<file path="src/rtl/tppid_pkg.sv">
// Package for the three-axis position PID controller.
// Holds widths, scaling constants, register indexes and shared types.
// No dependencies.
package tppid_pkg;

  localparam int POS_WIDTH_DEF      = 16;
  localparam int INTEGRAL_WIDTH_DEF = 32;

  localparam int RAW_W    = 16;
  localparam int SP_W     = 16;
  localparam int ERR_W    = 17;
  localparam int CMD_W    = 11;
  localparam int GAIN_W   = 48;
  localparam int COEF_W   = 16;
  localparam int IDX_W    = 3;
  localparam int NUM_AXES = 3;
  localparam int AXIS_W   = 2;

  localparam int QUEUE_DEPTH = 2;

  localparam int MUL_A_W = 29;
  localparam int SUM_W   = 62;

  localparam int Z_OFFSET = 8192;
  localparam int KP_SCALE = 150;
  localparam int KD_SCALE = 2500;
  localparam int KI_SCALE = 9;
  localparam int DIV_SCALE = 38400;

  localparam int RECIP       = 111849;
  localparam int RECIP_SHIFT = 23;
  localparam int DIV_SHIFT   = 9;
  localparam int SCALED_W    = 16;
  localparam int QUOT_W      = 10;
  localparam int SAT_LIMIT   = 501 * DIV_SCALE;

  localparam int ITERM_W = 61;
  localparam logic [63:0] KI_LIMIT     = 64'd1 << 60;
  localparam logic [63:0] KI_LIMIT_PRE = KI_LIMIT / KI_SCALE;

  localparam int CMD_MID     = 1500;
  localparam int CMD_MAX     = 2000;
  localparam int CMD_MIN_RP  = 1000;
  localparam int CMD_MIN_THR = 1500;

  localparam logic signed [SP_W-1:0] SETPOINT_X_RST = 16'sd26;
  localparam logic signed [SP_W-1:0] SETPOINT_Y_RST = 16'sd0;
  localparam logic signed [SP_W-1:0] SETPOINT_Z_RST = 16'sd4864;

  typedef enum logic [IDX_W-1:0] {
    REG_SETPOINT_X     = 3'd0,
    REG_SETPOINT_Y     = 3'd1,
    REG_SETPOINT_Z     = 3'd2,
    REG_GAINS_ROLL     = 3'd3,
    REG_GAINS_PITCH    = 3'd4,
    REG_GAINS_THROTTLE = 3'd5
  } reg_index_t;

  typedef enum logic {
    REQ_POSE = 1'b0,
    REQ_TICK = 1'b1
  } req_type_t;

  typedef enum logic [AXIS_W-1:0] {
    AXIS_X = 2'd0,
    AXIS_Y = 2'd1,
    AXIS_Z = 2'd2
  } axis_t;

  typedef enum logic [AXIS_W-1:0] {
    SLOT_ROLL     = 2'd0,
    SLOT_PITCH    = 2'd1,
    SLOT_THROTTLE = 2'd2
  } slot_t;

  typedef logic signed [ERR_W-1:0] err_t;
  typedef logic [GAIN_W-1:0] gain_word_t;

  typedef struct packed {
    err_t ex;
    err_t ey;
    err_t ez;
  } err_set_t;

  typedef struct packed {
    logic full;
    logic empty;
  } queue_status_t;

  function automatic axis_t slot_axis(slot_t slot);
    axis_t ax;
    case (slot)
      SLOT_ROLL:  ax = AXIS_Y;
      SLOT_PITCH: ax = AXIS_X;
      default:    ax = AXIS_Z;
    endcase
    return ax;
  endfunction

endpackage

</file>
<file path="src/rtl/three_axis_position_pid.sv">
// Top level: a tick result reaches the result register after the tick passes the queue and
// the back part steps the three axes one by one through the shared multiplier, taking no new tick
// until the result is loaded; pose samples are taken one per cycle while the queue has room.
// Reset (rst, synchronous) restores setpoints 26/0/4864, zeroes gains, held positions,
// last errors and integrals, and empties the queue and the result register.
// Depends on tppid_pkg, tppid_front, tppid_fifo, tppid_back.
module three_axis_position_pid import tppid_pkg::*; #(
  parameter int POS_WIDTH      = POS_WIDTH_DEF,
  parameter int INTEGRAL_WIDTH = INTEGRAL_WIDTH_DEF
) (
  input  logic                    clk,
  input  logic                    rst,
  input  logic                    req_valid,
  output logic                    req_stall,
  input  logic                    req_type,
  input  logic signed [RAW_W-1:0] raw_x,
  input  logic signed [RAW_W-1:0] raw_y,
  input  logic signed [RAW_W-1:0] raw_z,
  output logic                    rsp_valid,
  input  logic                    rsp_stall,
  output logic [CMD_W-1:0]        roll_cmd,
  output logic [CMD_W-1:0]        pitch_cmd,
  output logic [CMD_W-1:0]        throttle_cmd,
  output logic signed [ERR_W-1:0] roll_err,
  output logic signed [ERR_W-1:0] pitch_err,
  output logic signed [ERR_W-1:0] throttle_err,
  input  logic                    cfg_valid,
  output logic                    cfg_ready,
  input  logic [IDX_W-1:0]        cfg_index,
  input  logic [GAIN_W-1:0]       cfg_data
);

  logic signed [SP_W-1:0]          setpoint_x, setpoint_y, setpoint_z;
  logic [NUM_AXES-1:0][GAIN_W-1:0] gains;
  queue_status_t                   qstat;
  logic                            push, pop;
  err_set_t                        push_data, pop_data;

  assign cfg_ready = 1'b1;

  always_ff @(posedge clk) begin
    if (rst) begin
      setpoint_x <= SETPOINT_X_RST;
      setpoint_y <= SETPOINT_Y_RST;
      setpoint_z <= SETPOINT_Z_RST;
      gains      <= '0;
    end else if (cfg_valid && cfg_ready) begin
      case (reg_index_t'(cfg_index))
        REG_SETPOINT_X:     setpoint_x <= cfg_data[SP_W-1:0];
        REG_SETPOINT_Y:     setpoint_y <= cfg_data[SP_W-1:0];
        REG_SETPOINT_Z:     setpoint_z <= cfg_data[SP_W-1:0];
        REG_GAINS_ROLL:     gains[SLOT_ROLL] <= cfg_data;
        REG_GAINS_PITCH:    gains[SLOT_PITCH] <= cfg_data;
        REG_GAINS_THROTTLE: gains[SLOT_THROTTLE] <= cfg_data;
        default: begin
        end
      endcase
    end
  end

  tppid_front #(
    .POS_WIDTH (POS_WIDTH)
  ) u_front (
    .clk        (clk),
    .rst        (rst),
    .req_valid  (req_valid),
    .req_stall  (req_stall),
    .req_type   (req_type),
    .raw_x      (raw_x),
    .raw_y      (raw_y),
    .raw_z      (raw_z),
    .setpoint_x (setpoint_x),
    .setpoint_y (setpoint_y),
    .setpoint_z (setpoint_z),
    .qstat      (qstat),
    .push       (push),
    .push_data  (push_data)
  );

  tppid_fifo u_fifo (
    .clk       (clk),
    .rst       (rst),
    .push      (push),
    .push_data (push_data),
    .pop       (pop),
    .pop_data  (pop_data),
    .qstat     (qstat)
  );

  tppid_back #(
    .INTEGRAL_WIDTH (INTEGRAL_WIDTH)
  ) u_back (
    .clk          (clk),
    .rst          (rst),
    .gains        (gains),
    .qstat        (qstat),
    .pop_data     (pop_data),
    .pop          (pop),
    .rsp_valid    (rsp_valid),
    .rsp_stall    (rsp_stall),
    .roll_cmd     (roll_cmd),
    .pitch_cmd    (pitch_cmd),
    .throttle_cmd (throttle_cmd),
    .roll_err     (roll_err),
    .pitch_err    (pitch_err),
    .throttle_err (throttle_err)
  );

endmodule

</file>
<file path="src/rtl/tppid_front.sv">
// Front part: accepts request transactions, stores pose samples and
// snapshots the three axis errors of each control tick into the queue.
// Depends on tppid_pkg.
module tppid_front import tppid_pkg::*; #(
  parameter int POS_WIDTH = POS_WIDTH_DEF
) (
  input  logic                   clk,
  input  logic                   rst,
  input  logic                   req_valid,
  output logic                   req_stall,
  input  logic                   req_type,
  input  logic signed [RAW_W-1:0] raw_x,
  input  logic signed [RAW_W-1:0] raw_y,
  input  logic signed [RAW_W-1:0] raw_z,
  input  logic signed [SP_W-1:0]  setpoint_x,
  input  logic signed [SP_W-1:0]  setpoint_y,
  input  logic signed [SP_W-1:0]  setpoint_z,
  input  queue_status_t          qstat,
  output logic                   push,
  output err_set_t               push_data
);

  localparam int WW = POS_WIDTH + 18;

  localparam logic signed [WW-1:0] POS_HI = (WW'(1) <<< (POS_WIDTH - 1)) - WW'(1);
  localparam logic signed [WW-1:0] POS_LO = -POS_HI - WW'(1);
  localparam logic signed [WW-1:0] ERR_HI = (WW'(1) <<< (ERR_W - 1)) - WW'(1);
  localparam logic signed [WW-1:0] ERR_LO = -ERR_HI - WW'(1);

  logic signed [POS_WIDTH-1:0] pos_x, pos_y, pos_z;
  logic                        accept;
  logic signed [17:0]          map_x, map_y, map_z;

  function automatic logic signed [POS_WIDTH-1:0] sat_pos(logic signed [17:0] v);
    logic signed [WW-1:0] w;
    logic signed [WW-1:0] r;
    w = WW'(v);
    if (w > POS_HI) begin
      r = POS_HI;
    end else if (w < POS_LO) begin
      r = POS_LO;
    end else begin
      r = w;
    end
    return r[POS_WIDTH-1:0];
  endfunction

  function automatic err_t sat_err(logic signed [SP_W-1:0] sp,
                                   logic signed [POS_WIDTH-1:0] pos);
    logic signed [WW-1:0] d;
    logic signed [WW-1:0] r;
    d = WW'(sp) - WW'(pos);
    if (d > ERR_HI) begin
      r = ERR_HI;
    end else if (d < ERR_LO) begin
      r = ERR_LO;
    end else begin
      r = d;
    end
    return r[ERR_W-1:0];
  endfunction

  assign req_stall = qstat.full;
  assign accept    = req_valid && !qstat.full;
  assign push      = accept && (req_type_t'(req_type) == REQ_TICK);

  assign map_x = -(18'(raw_x));
  assign map_y = -(18'(raw_y));
  assign map_z = 18'(Z_OFFSET) - 18'(raw_z);

  always_comb begin
    push_data.ex = sat_err(setpoint_x, pos_x);
    push_data.ey = sat_err(setpoint_y, pos_y);
    push_data.ez = sat_err(setpoint_z, pos_z);
  end

  always_ff @(posedge clk) begin
    if (rst) begin
      pos_x <= '0;
      pos_y <= '0;
      pos_z <= '0;
    end else if (accept && (req_type_t'(req_type) == REQ_POSE)) begin
      pos_x <= sat_pos(map_x);
      pos_y <= sat_pos(map_y);
      pos_z <= sat_pos(map_z);
    end
  end

endmodule

</file>
<file path="src/rtl/tppid_fifo.sv">
// Short queue of error snapshots between the front and back parts.
// Register based, QUEUE_DEPTH entries. Depends on tppid_pkg.
module tppid_fifo import tppid_pkg::*; (
  input  logic          clk,
  input  logic          rst,
  input  logic          push,
  input  err_set_t      push_data,
  input  logic          pop,
  output err_set_t      pop_data,
  output queue_status_t qstat
);

  localparam int PTR_W = (QUEUE_DEPTH > 1) ? $clog2(QUEUE_DEPTH) : 1;
  localparam int CNT_W = $clog2(QUEUE_DEPTH + 1);

  err_set_t         entries [QUEUE_DEPTH];
  logic [PTR_W-1:0] wr_ptr, rd_ptr;
  logic [CNT_W-1:0] count;
  logic             do_push, do_pop;

  assign qstat.full  = (count == CNT_W'(QUEUE_DEPTH));
  assign qstat.empty = (count == '0);
  assign do_push     = push && !qstat.full;
  assign do_pop      = pop && !qstat.empty;
  assign pop_data    = entries[rd_ptr];

  always_ff @(posedge clk) begin
    if (rst) begin
      wr_ptr <= '0;
      rd_ptr <= '0;
      count  <= '0;
    end else begin
      if (do_push) begin
        wr_ptr <= (wr_ptr == PTR_W'(QUEUE_DEPTH - 1)) ? '0 : wr_ptr + 1'b1;
      end
      if (do_pop) begin
        rd_ptr <= (rd_ptr == PTR_W'(QUEUE_DEPTH - 1)) ? '0 : rd_ptr + 1'b1;
      end
      if (do_push && !do_pop) begin
        count <= count + 1'b1;
      end else if (do_pop && !do_push) begin
        count <= count - 1'b1;
      end
    end
  end

  always_ff @(posedge clk) begin
    if (do_push) begin
      entries[wr_ptr] <= push_data;
    end
  end

endmodule

</file>
<file path="src/rtl/tppid_mul.sv">
// Shared signed multiplier with a registered product.
// Generic widths; no package dependency.
module tppid_mul #(
  parameter int A_W = 29,
  parameter int B_W = 18
) (
  input  logic                     clk,
  input  logic signed [A_W-1:0]    a,
  input  logic signed [B_W-1:0]    b,
  output logic signed [A_W+B_W-1:0] p
);

  always_ff @(posedge clk) begin
    p <= (A_W + B_W)'(a) * (A_W + B_W)'(b);
  end

endmodule

</file>
<file path="src/rtl/tppid_back.sv">
// Back part: sequences the three axes of a tick through one shared multiplier,
// keeps the last errors and integrals, and holds the result register.
// Depends on tppid_pkg and tppid_mul.
module tppid_back import tppid_pkg::*; #(
  parameter int INTEGRAL_WIDTH = INTEGRAL_WIDTH_DEF
) (
  input  logic                                clk,
  input  logic                                rst,
  input  logic [NUM_AXES-1:0][GAIN_W-1:0]     gains,
  input  queue_status_t                       qstat,
  input  err_set_t                            pop_data,
  output logic                                pop,
  output logic                                rsp_valid,
  input  logic                                rsp_stall,
  output logic [CMD_W-1:0]                    roll_cmd,
  output logic [CMD_W-1:0]                    pitch_cmd,
  output logic [CMD_W-1:0]                    throttle_cmd,
  output logic signed [ERR_W-1:0]             roll_err,
  output logic signed [ERR_W-1:0]             pitch_err,
  output logic signed [ERR_W-1:0]             throttle_err
);

  localparam int W    = INTEGRAL_WIDTH;
  localparam int HALF = (W + 1) / 2;
  localparam int HI_W = W - HALF;
  localparam int BW   = (HALF + 1 > 18) ? HALF + 1 : 18;
  localparam int PW   = MUL_A_W + BW;
  localparam int IMW  = W + 17;
  localparam int CW   = IMW + ITERM_W;
  localparam int IW2  = W + 18;

  localparam logic signed [IW2-1:0] INT_HI = (IW2'(1) <<< (W - 1)) - IW2'(1);
  localparam logic signed [IW2-1:0] INT_LO = -INT_HI - IW2'(1);

  typedef enum logic [11:0] {
    ST_IDLE  = 12'b000000000001,
    ST_KP    = 12'b000000000010,
    ST_PE    = 12'b000000000100,
    ST_KD    = 12'b000000001000,
    ST_DE    = 12'b000000010000,
    ST_ILO   = 12'b000000100000,
    ST_IHI   = 12'b000001000000,
    ST_IADD  = 12'b000010000000,
    ST_ITERM = 12'b000100000000,
    ST_RECIP = 12'b001000000000,
    ST_CMD   = 12'b010000000000,
    ST_OUT   = 12'b100000000000
  } state_t;

  state_t                   state;
  slot_t                    slot;
  err_set_t                 err_q;
  logic signed [SUM_W-1:0]  acc;
  logic [IMW-1:0]           magacc;
  logic [W-1:0]             imag;
  logic                     neg, big;
  logic [CMD_W-1:0]         cmd_hold [NUM_AXES];
  err_t                     last_err [NUM_AXES];
  logic signed [W-1:0]      integ    [NUM_AXES];

  logic signed [MUL_A_W-1:0] mul_a;
  logic signed [BW-1:0]      mul_b;
  logic signed [PW-1:0]      prod;

  axis_t                    ax;
  err_t                     e_cur, last_cur;
  logic signed [W-1:0]      integ_cur;
  gain_word_t               gain_cur;
  logic [COEF_W-1:0]        kp, ki, kd;
  logic signed [ERR_W:0]    diff;
  logic signed [W:0]        integ_ext;
  logic [W-1:0]             imag_next;
  logic [HALF-1:0]          imag_lo;
  logic [HI_W-1:0]          imag_hi;
  logic                     over;
  logic [ITERM_W-1:0]       iterm_mag;
  logic [SUM_W-1:0]         acc_mag;
  logic                     big_next;
  logic [SCALED_W-1:0]      scaled;
  logic [QUOT_W-1:0]        quot;
  logic signed [CMD_W:0]    quot_s, cmd_sum;
  logic [CMD_W-1:0]         cmd_lo, cmd_val;
  logic signed [IW2-1:0]    isum;
  logic signed [W-1:0]      integ_new;
  logic                     out_free;

  tppid_mul #(
    .A_W (MUL_A_W),
    .B_W (BW)
  ) u_mul (
    .clk (clk),
    .a   (mul_a),
    .b   (mul_b),
    .p   (prod)
  );

  assign ax        = slot_axis(slot);
  assign gain_cur  = gains[slot];
  assign kp        = gain_cur[COEF_W-1:0];
  assign ki        = gain_cur[2*COEF_W-1:COEF_W];
  assign kd        = gain_cur[3*COEF_W-1:2*COEF_W];
  assign last_cur  = last_err[ax];
  assign integ_cur = integ[ax];
  assign pop       = (state == ST_IDLE) && !qstat.empty;
  assign out_free  = !rsp_valid || !rsp_stall;

  always_comb begin
    case (ax)
      AXIS_X:  e_cur = err_q.ex;
      AXIS_Y:  e_cur = err_q.ey;
      default: e_cur = err_q.ez;
    endcase
  end

  assign diff      = (ERR_W + 1)'(e_cur) - (ERR_W + 1)'(last_cur);
  assign integ_ext = (W + 1)'(integ_cur);
  assign imag_next = integ_cur[W-1] ? W'(-integ_ext) : W'(integ_ext);
  assign imag_lo   = imag[HALF-1:0];
  assign imag_hi   = imag[W-1:HALF];

  assign over      = CW'(magacc) > CW'(KI_LIMIT_PRE);
  assign iterm_mag = over ? ITERM_W'(KI_LIMIT)
                          : ITERM_W'({magacc, 3'b000}) + ITERM_W'(magacc);

  assign acc_mag  = acc[SUM_W-1] ? SUM_W'(-acc) : SUM_W'(acc);
  assign big_next = acc_mag >= SUM_W'(SAT_LIMIT);
  assign scaled   = acc_mag[DIV_SHIFT+SCALED_W-1:DIV_SHIFT];

  assign quot    = prod[RECIP_SHIFT+QUOT_W-1:RECIP_SHIFT];
  assign quot_s  = neg ? -((CMD_W + 1)'(quot)) : (CMD_W + 1)'(quot);
  assign cmd_sum = (CMD_W + 1)'(CMD_MID) + quot_s;
  assign cmd_lo  = (slot == SLOT_THROTTLE) ? CMD_W'(CMD_MIN_THR) : CMD_W'(CMD_MIN_RP);

  always_comb begin
    if (big) begin
      cmd_val = neg ? cmd_lo : CMD_W'(CMD_MAX);
    end else if (cmd_sum < (CMD_W + 1)'(cmd_lo)) begin
      cmd_val = cmd_lo;
    end else begin
      cmd_val = cmd_sum[CMD_W-1:0];
    end
  end

  assign isum = IW2'(integ_cur) + IW2'(e_cur);

  always_comb begin
    if (isum > INT_HI) begin
      integ_new = INT_HI[W-1:0];
    end else if (isum < INT_LO) begin
      integ_new = INT_LO[W-1:0];
    end else begin
      integ_new = isum[W-1:0];
    end
  end

  always_comb begin
    case (state)
      ST_KP: begin
        mul_a = MUL_A_W'(kp);
        mul_b = BW'(KP_SCALE);
      end
      ST_PE: begin
        mul_a = MUL_A_W'(prod);
        mul_b = BW'(e_cur);
      end
      ST_KD: begin
        mul_a = MUL_A_W'(kd);
        mul_b = BW'(KD_SCALE);
      end
      ST_DE: begin
        mul_a = MUL_A_W'(prod);
        mul_b = BW'(diff);
      end
      ST_ILO: begin
        mul_a = MUL_A_W'(ki);
        mul_b = BW'(imag_lo);
      end
      ST_IHI: begin
        mul_a = MUL_A_W'(ki);
        mul_b = BW'(imag_hi);
      end
      ST_RECIP: begin
        mul_a = MUL_A_W'(RECIP);
        mul_b = BW'(scaled);
      end
      default: begin
        mul_a = '0;
        mul_b = '0;
      end
    endcase
  end

  always_ff @(posedge clk) begin
    if (rst) begin
      state     <= ST_IDLE;
      slot      <= SLOT_ROLL;
      rsp_valid <= 1'b0;
      for (int i = 0; i < NUM_AXES; i++) begin
        last_err[i] <= '0;
        integ[i]    <= '0;
      end
    end else begin
      if (rsp_valid && !rsp_stall && (state != ST_OUT)) begin
        rsp_valid <= 1'b0;
      end
      case (state)
        ST_IDLE: begin
          if (!qstat.empty) begin
            slot  <= SLOT_ROLL;
            state <= ST_KP;
          end
        end
        ST_KP:    state <= ST_PE;
        ST_PE:    state <= ST_KD;
        ST_KD:    state <= ST_DE;
        ST_DE:    state <= ST_ILO;
        ST_ILO:   state <= ST_IHI;
        ST_IHI:   state <= ST_IADD;
        ST_IADD:  state <= ST_ITERM;
        ST_ITERM: state <= ST_RECIP;
        ST_RECIP: state <= ST_CMD;
        ST_CMD: begin
          last_err[ax] <= e_cur;
          integ[ax]    <= integ_new;
          case (slot)
            SLOT_ROLL:  slot <= SLOT_PITCH;
            SLOT_PITCH: slot <= SLOT_THROTTLE;
            default:    slot <= SLOT_ROLL;
          endcase
          state <= (slot == SLOT_THROTTLE) ? ST_OUT : ST_KP;
        end
        ST_OUT: begin
          if (out_free) begin
            rsp_valid <= 1'b1;
            state     <= ST_IDLE;
          end
        end
        default: state <= ST_IDLE;
      endcase
    end
  end

  always_ff @(posedge clk) begin
    case (state)
      ST_IDLE: begin
        err_q <= pop_data;
      end
      ST_KP: begin
        imag <= imag_next;
      end
      ST_KD: begin
        acc <= SUM_W'(prod);
      end
      ST_ILO: begin
        acc <= acc + SUM_W'(prod);
      end
      ST_IHI: begin
        magacc <= IMW'(prod);
      end
      ST_IADD: begin
        magacc <= magacc + (IMW'(prod) << HALF);
      end
      ST_ITERM: begin
        acc <= integ_cur[W-1] ? acc - SUM_W'(iterm_mag) : acc + SUM_W'(iterm_mag);
      end
      ST_RECIP: begin
        neg <= acc[SUM_W-1];
        big <= big_next;
      end
      ST_CMD: begin
        cmd_hold[slot] <= cmd_val;
      end
      ST_OUT: begin
        if (out_free) begin
          roll_cmd     <= cmd_hold[SLOT_ROLL];
          pitch_cmd    <= cmd_hold[SLOT_PITCH];
          throttle_cmd <= cmd_hold[SLOT_THROTTLE];
          roll_err     <= err_q.ey;
          pitch_err    <= err_q.ex;
          throttle_err <= err_q.ez;
        end
      end
      default: begin
      end
    endcase
  end

endmodule

</file>
<file path="config.mk">
export PLATFORM = sky130hd
export DESIGN_NAME = three_axis_position_pid
export DESIGN_NICKNAME = d
export VERILOG_FILES = /design/src/rtl/tppid_pkg.sv /design/src/rtl/three_axis_position_pid.sv /design/src/rtl/tppid_front.sv /design/src/rtl/tppid_fifo.sv /design/src/rtl/tppid_mul.sv /design/src/rtl/tppid_back.sv
export SDC_FILE = /design/constraint.sdc
export NUM_CORES = 2
export LEC_CHECK = 0
export ABC_AREA = 0
export BUFFER_PORTS_ARGS = -buffer_cell sky130_fd_sc_hd__clkbuf_2
export CORE_AREA = 4 4 496 498
export DETAILED_ROUTE_END_ITERATION = 10
export DIE_AREA = 0 0 500 502
export GPL_TIMING_DRIVEN = 1
export PLACE_DENSITY = 0.56
export REMOVE_ABC_BUFFERS = 1
export SETUP_SLACK_MARGIN = 0.02
export SLEW_MARGIN = 10
export SYNTH_ARGS = -nofsm -noshare
export SYNTH_HDL_FRONTEND = slang
export SYNTH_HIERARCHICAL = 1
export SYNTH_SLANG_ARGS = --single-unit
</file>
<file path="constraint.sdc">
create_clock -name clk -period 11.5 [get_ports clk]
set_input_delay 0 -clock clk [delete_from_list [all_inputs] [get_ports clk]]
set_output_delay 0 -clock clk [all_outputs]
set_load 0.02 [all_outputs]
</file>
==> metrics.md <==
| Metric | Value |
|---|---|
| Hold Vio Cnt, Final | 0 |
| Design Area, Final | around 82,000 sq um |
| Fmax | about 93 MHz |
| Clock-pin slew on the worst setup and hold paths | about 0.060 ns |
| Path depth of the worst reg2reg path | 35 |
| Area Overhead vs Synth | 13.3% |
| Max-Cap Viols | 0 |
| Largest net degree at the start of global routing | 121 |
| Mux cell area share after synthesis | around 5.3% |
| WP data arrival | 11.26 ns |
| Post-synth top area share | a little under a quarter |
| Worst Hold Class | in2reg |
| Post-route clock skew | between 0.06 and 0.07 ns |
| Synth Area in Compound Gates | 14.2% |
| Final wirelength | roughly 220,000 um |
| First-pass GRT wire length | 342,000 um |
| Cell taking the most area after synthesis | edfxtp_1 |
| Netlist Area Pre-Place | between 70,000 and 80,000 sq um |
| Post-synthesis adder-cell area fraction | between 20% and 30% |
| Period utilisation layout | slightly above 90% |
| Vias in the first global route | between 50,000 and 60,000 |
| CP Data Required Time | 12.07 ns |
| H-Tree Depth | 3 |
| Startpoint types | flip-flop |
| Final Max Slew Viols | 0 |
| Post-synthesis instance total | about 7,600 |
| Die X | approximately 500 um |
| Synth Area in XOR/XNOR | under 10% |
| Nets@finish | a little under 9,000 |
| Run status | finished clean |
| Routed vias | 56,700 |
| CP most frequent cell | fa_1 |
| First-pass DRT Iterations | 6 |
| Syn Area/Cell | 9.49 sq um |
| Setup Viol. Count Final | 0 |
| Worst-Skew Late Latency | 0.74 ns |
| Max stage delay on crit path | about 0.96 ns |
| Worst hold slack | 0.0789 ns |
| Initial Utilization | ~30% |
| Placed standard-cell area | 76,900 sq um |
| Clk sinks | 869 |
| Min Tclk post-route | ~11 ns |
| Count leader, synth | inv_1 |
| CP startpoint | u_back/slot[0] |
| Residual DRC | 0 |
| Routability cong. | 0.915 |
| Post-Synth Simple-Gate Area | roughly 16% |
| GRT Util Overall | 17.4% |
| WL per Instance | roughly 20 um |
| Pwr Total | between 0.009 and 0.01 W |
| DP HPWL | ~170,000 um |
| Slew margin rel. | between 10% and 20% |
| Grt ovf | 0 |
| Num CTS Buffers | 95 |
| Post-synth cell types | 110 |
| Worst hold stages | 5 |
| Kind of critical path | reg2reg |
| Critical R2R Launch | u_back/slot[0] |
| Synth Flop Type | edfxtp_1 |
| PwrDens | approximately 110 nW/um^2 |
| I/O Pins | 192 |
| Crit path capture type | flip-flop |
| Ys async rst share | 0% |
| Initial antenna violation count | 5 |
| Synth top cells by count | inv_1, nand2_1, edfxtp_1 |
| Synth top area cells | edfxtp_1, fa_1, dfxtp_1 |
| Worst IR drop on VDD | 144 uV |
| EDFF count, synth | roughly 560 |
| RSZ-0062 raised after global routing | false |
| Largest family of logic cells by synthesized area | adder cells |
| Post-CTS setup buffers | 0 |
| Slew @ Worst Pin | about 1.3 ns |
| Post-synthesis register bit count | slightly below 900 |
| CTS tree | yes |
| DRT iter0 DRCs | 4,527 |
| DR vias/cell | approximately 5 |
| Synth Warn # | 6 |
| Die footprint | 251,000 sq um |
| FP Rows | around 180 |
| Post-synthesis sequential area ratio | 31.9% |
| Leakage | about 34 nW |
| Fraction of layout instances using a drive strength above 1 | under 10% |
| Clock buffer depth | 3 |
| I/O Buffers | 190 |
| CP max FO | 22 |
| Antenna-violating nets left | 0 |
| HP Start | raw_y[1] |
| Die H | ~500 um |
| Core Region | 242,000 sq um |
| Root buffer cell | clkbuf_16 |
| CP max stage cell | o221ai_2 |
## final cells by class
type | count | area (sq um)
diodes | 4 | 10.0
clock buffers | 122 | 2640
clock inverters | 57 | 646
fillers | 24600 | 160000
inverters | 791 | 2970
multi-input cells | 5608 | 45100
flip-flops and latches | 869 | 23000
well taps | 3202 | 4010
repair buffers | 469 | 3480
## routing by layer
metal / vias to the layer above / share of wire, % / global-route usage [%]
met1: 28100 / 47 / 24.6
met4: 0 / 2.5 / 4.44
met2: 1680 / 45 / 27.9
met3: 268 / 6.0 / 2.43
li1: 26600 / - / -
met5: - / 0 / 0
## layout by cell type (no fill, tap or decap), types with 31 or more instances in the layout
master         synthesis  layout
clkbuf_2               0     191
nand2_1              654     653
xor2_1               191     191
inv_1                790     788
dlygate4sd3_1          0     167
o31ai_1               45      42
nand4_1               49      49
mux2_2                56      56
o21bai_1              46      46
o211ai_1              31      31
clkbuf_16              0      96
and2_1               249     248
buf_4                 14     111
ha_1                 424     424
nor2_1               539     538
a211oi_1              47      47
nor3_1                71      70
nand3_1               86      86
a21oi_1              471     470
nor2b_1               44      43
o21ai_0              333     332
or3_1                 37      37
fa_1                 514     514
a21o_1               166     166
xnor2_1              251     251
mux2i_1              317     317
a22oi_1               41      41
nand2b_1             316     314
edfxtp_1             562     562
a221oi_1              39      39
and3_1                39      39
dfxtp_1              307     304
a31oi_1               52      51
o21a_1                69      69
## through the flow
| step | setup WS (ns) | setup TNS, ns | utilization, % | cells |
|---|---|---|---|---|
| after global placement | 0.942 | 0 | 31.8 | 10800 |
| after floorplan | -2.18 | -55.59 | - | 7268 |
| after detailed placement | 0.764 | 0 | 31.8 | 10800 |
| after CTS | 0.693 | 0 | 33.8 | 11100 |
| final | 0.804 | 0 | 33.8 | 11100 |
| after global routing | 0.113 | 0 | 33.8 | 11100 |
## timing repair
item	in CTS	in global routing
endpoints found under the setup margin	0	6
endpoints found under the hold margin	238	0
gates resized for setup	0	1
hold buffers	167	0
## logic make-up (layout without fill, tap and decap cells)
kind of cell,Yosys count,count (layout)
simple gates,2249,2249
compound gates,1594,1594
buf+inv,1139,1439
fa+ha+maj,948,948
flops,869,869
xor+xnor,443,443
mux,373,373
other cells,1,5
## registers in the layout, indices dropped and copies added, names as in the netlist, 11 cells and up, named ones only
| name | count |
|---|---|
| u_front/pos_x | 16 |
| u_back/integ | 96 |
| setpoint_x | 16 |
| u_back/pitch_err | 17 |
| u_back/pitch_cmd | 11 |
| u_front/pos_z | 16 |
| u_back/throttle_cmd | 11 |
| gains | 144 |
| setpoint_z | 16 |
| u_back/throttle_err | 17 |
| u_back/acc | 62 |
| u_fifo/entries | 102 |
| u_back/last_err | 51 |
| setpoint_y | 16 |
| u_back/u_mul/p | 47 |
| u_back/cmd_hold | 33 |
| u_back/imag | 32 |
| u_back/roll_err | 17 |
| u_front/pos_y | 16 |
| u_back/roll_cmd | 11 |
| u_back/state | 12 |
| u_back/err_q | 51 |
| u_back/magacc | 49 |
## worst paths after layout
path                         end  slack, ns
max           u_back/u_mul/p[43]       0.80
min             u_front/pos_y[5]       0.08
max reg2reg   u_back/u_mul/p[43]       0.80
min reg2reg  u_back/pitch_cmd[6]       0.42
## critical path, delay by kind of cell, from the launching register on
family,cells,cell delay [ns]
adders and majority gates,8,3.67
buffers and inverters,3,0.60
muxes,1,0.25
AOI/OAI and AO/OA,16,4.63
xor gates and xnor gates,2,0.26
DFF,1,0.63
and+or+nand+nor,5,0.49
## where the power goes
| part | leakage, nW | switching (W) | internal, W |
|---|---|---|---|
| logic | 25.0 | 0.00140 | 0.000803 |
| registers | 7.75 | 0.000165 | 0.00368 |
| clock network | 1.59 | 0.00140 | 0.00181 |
| total | 34.3 | 0.00297 | 0.00629 |
Power figures use the tool's default switching activity.
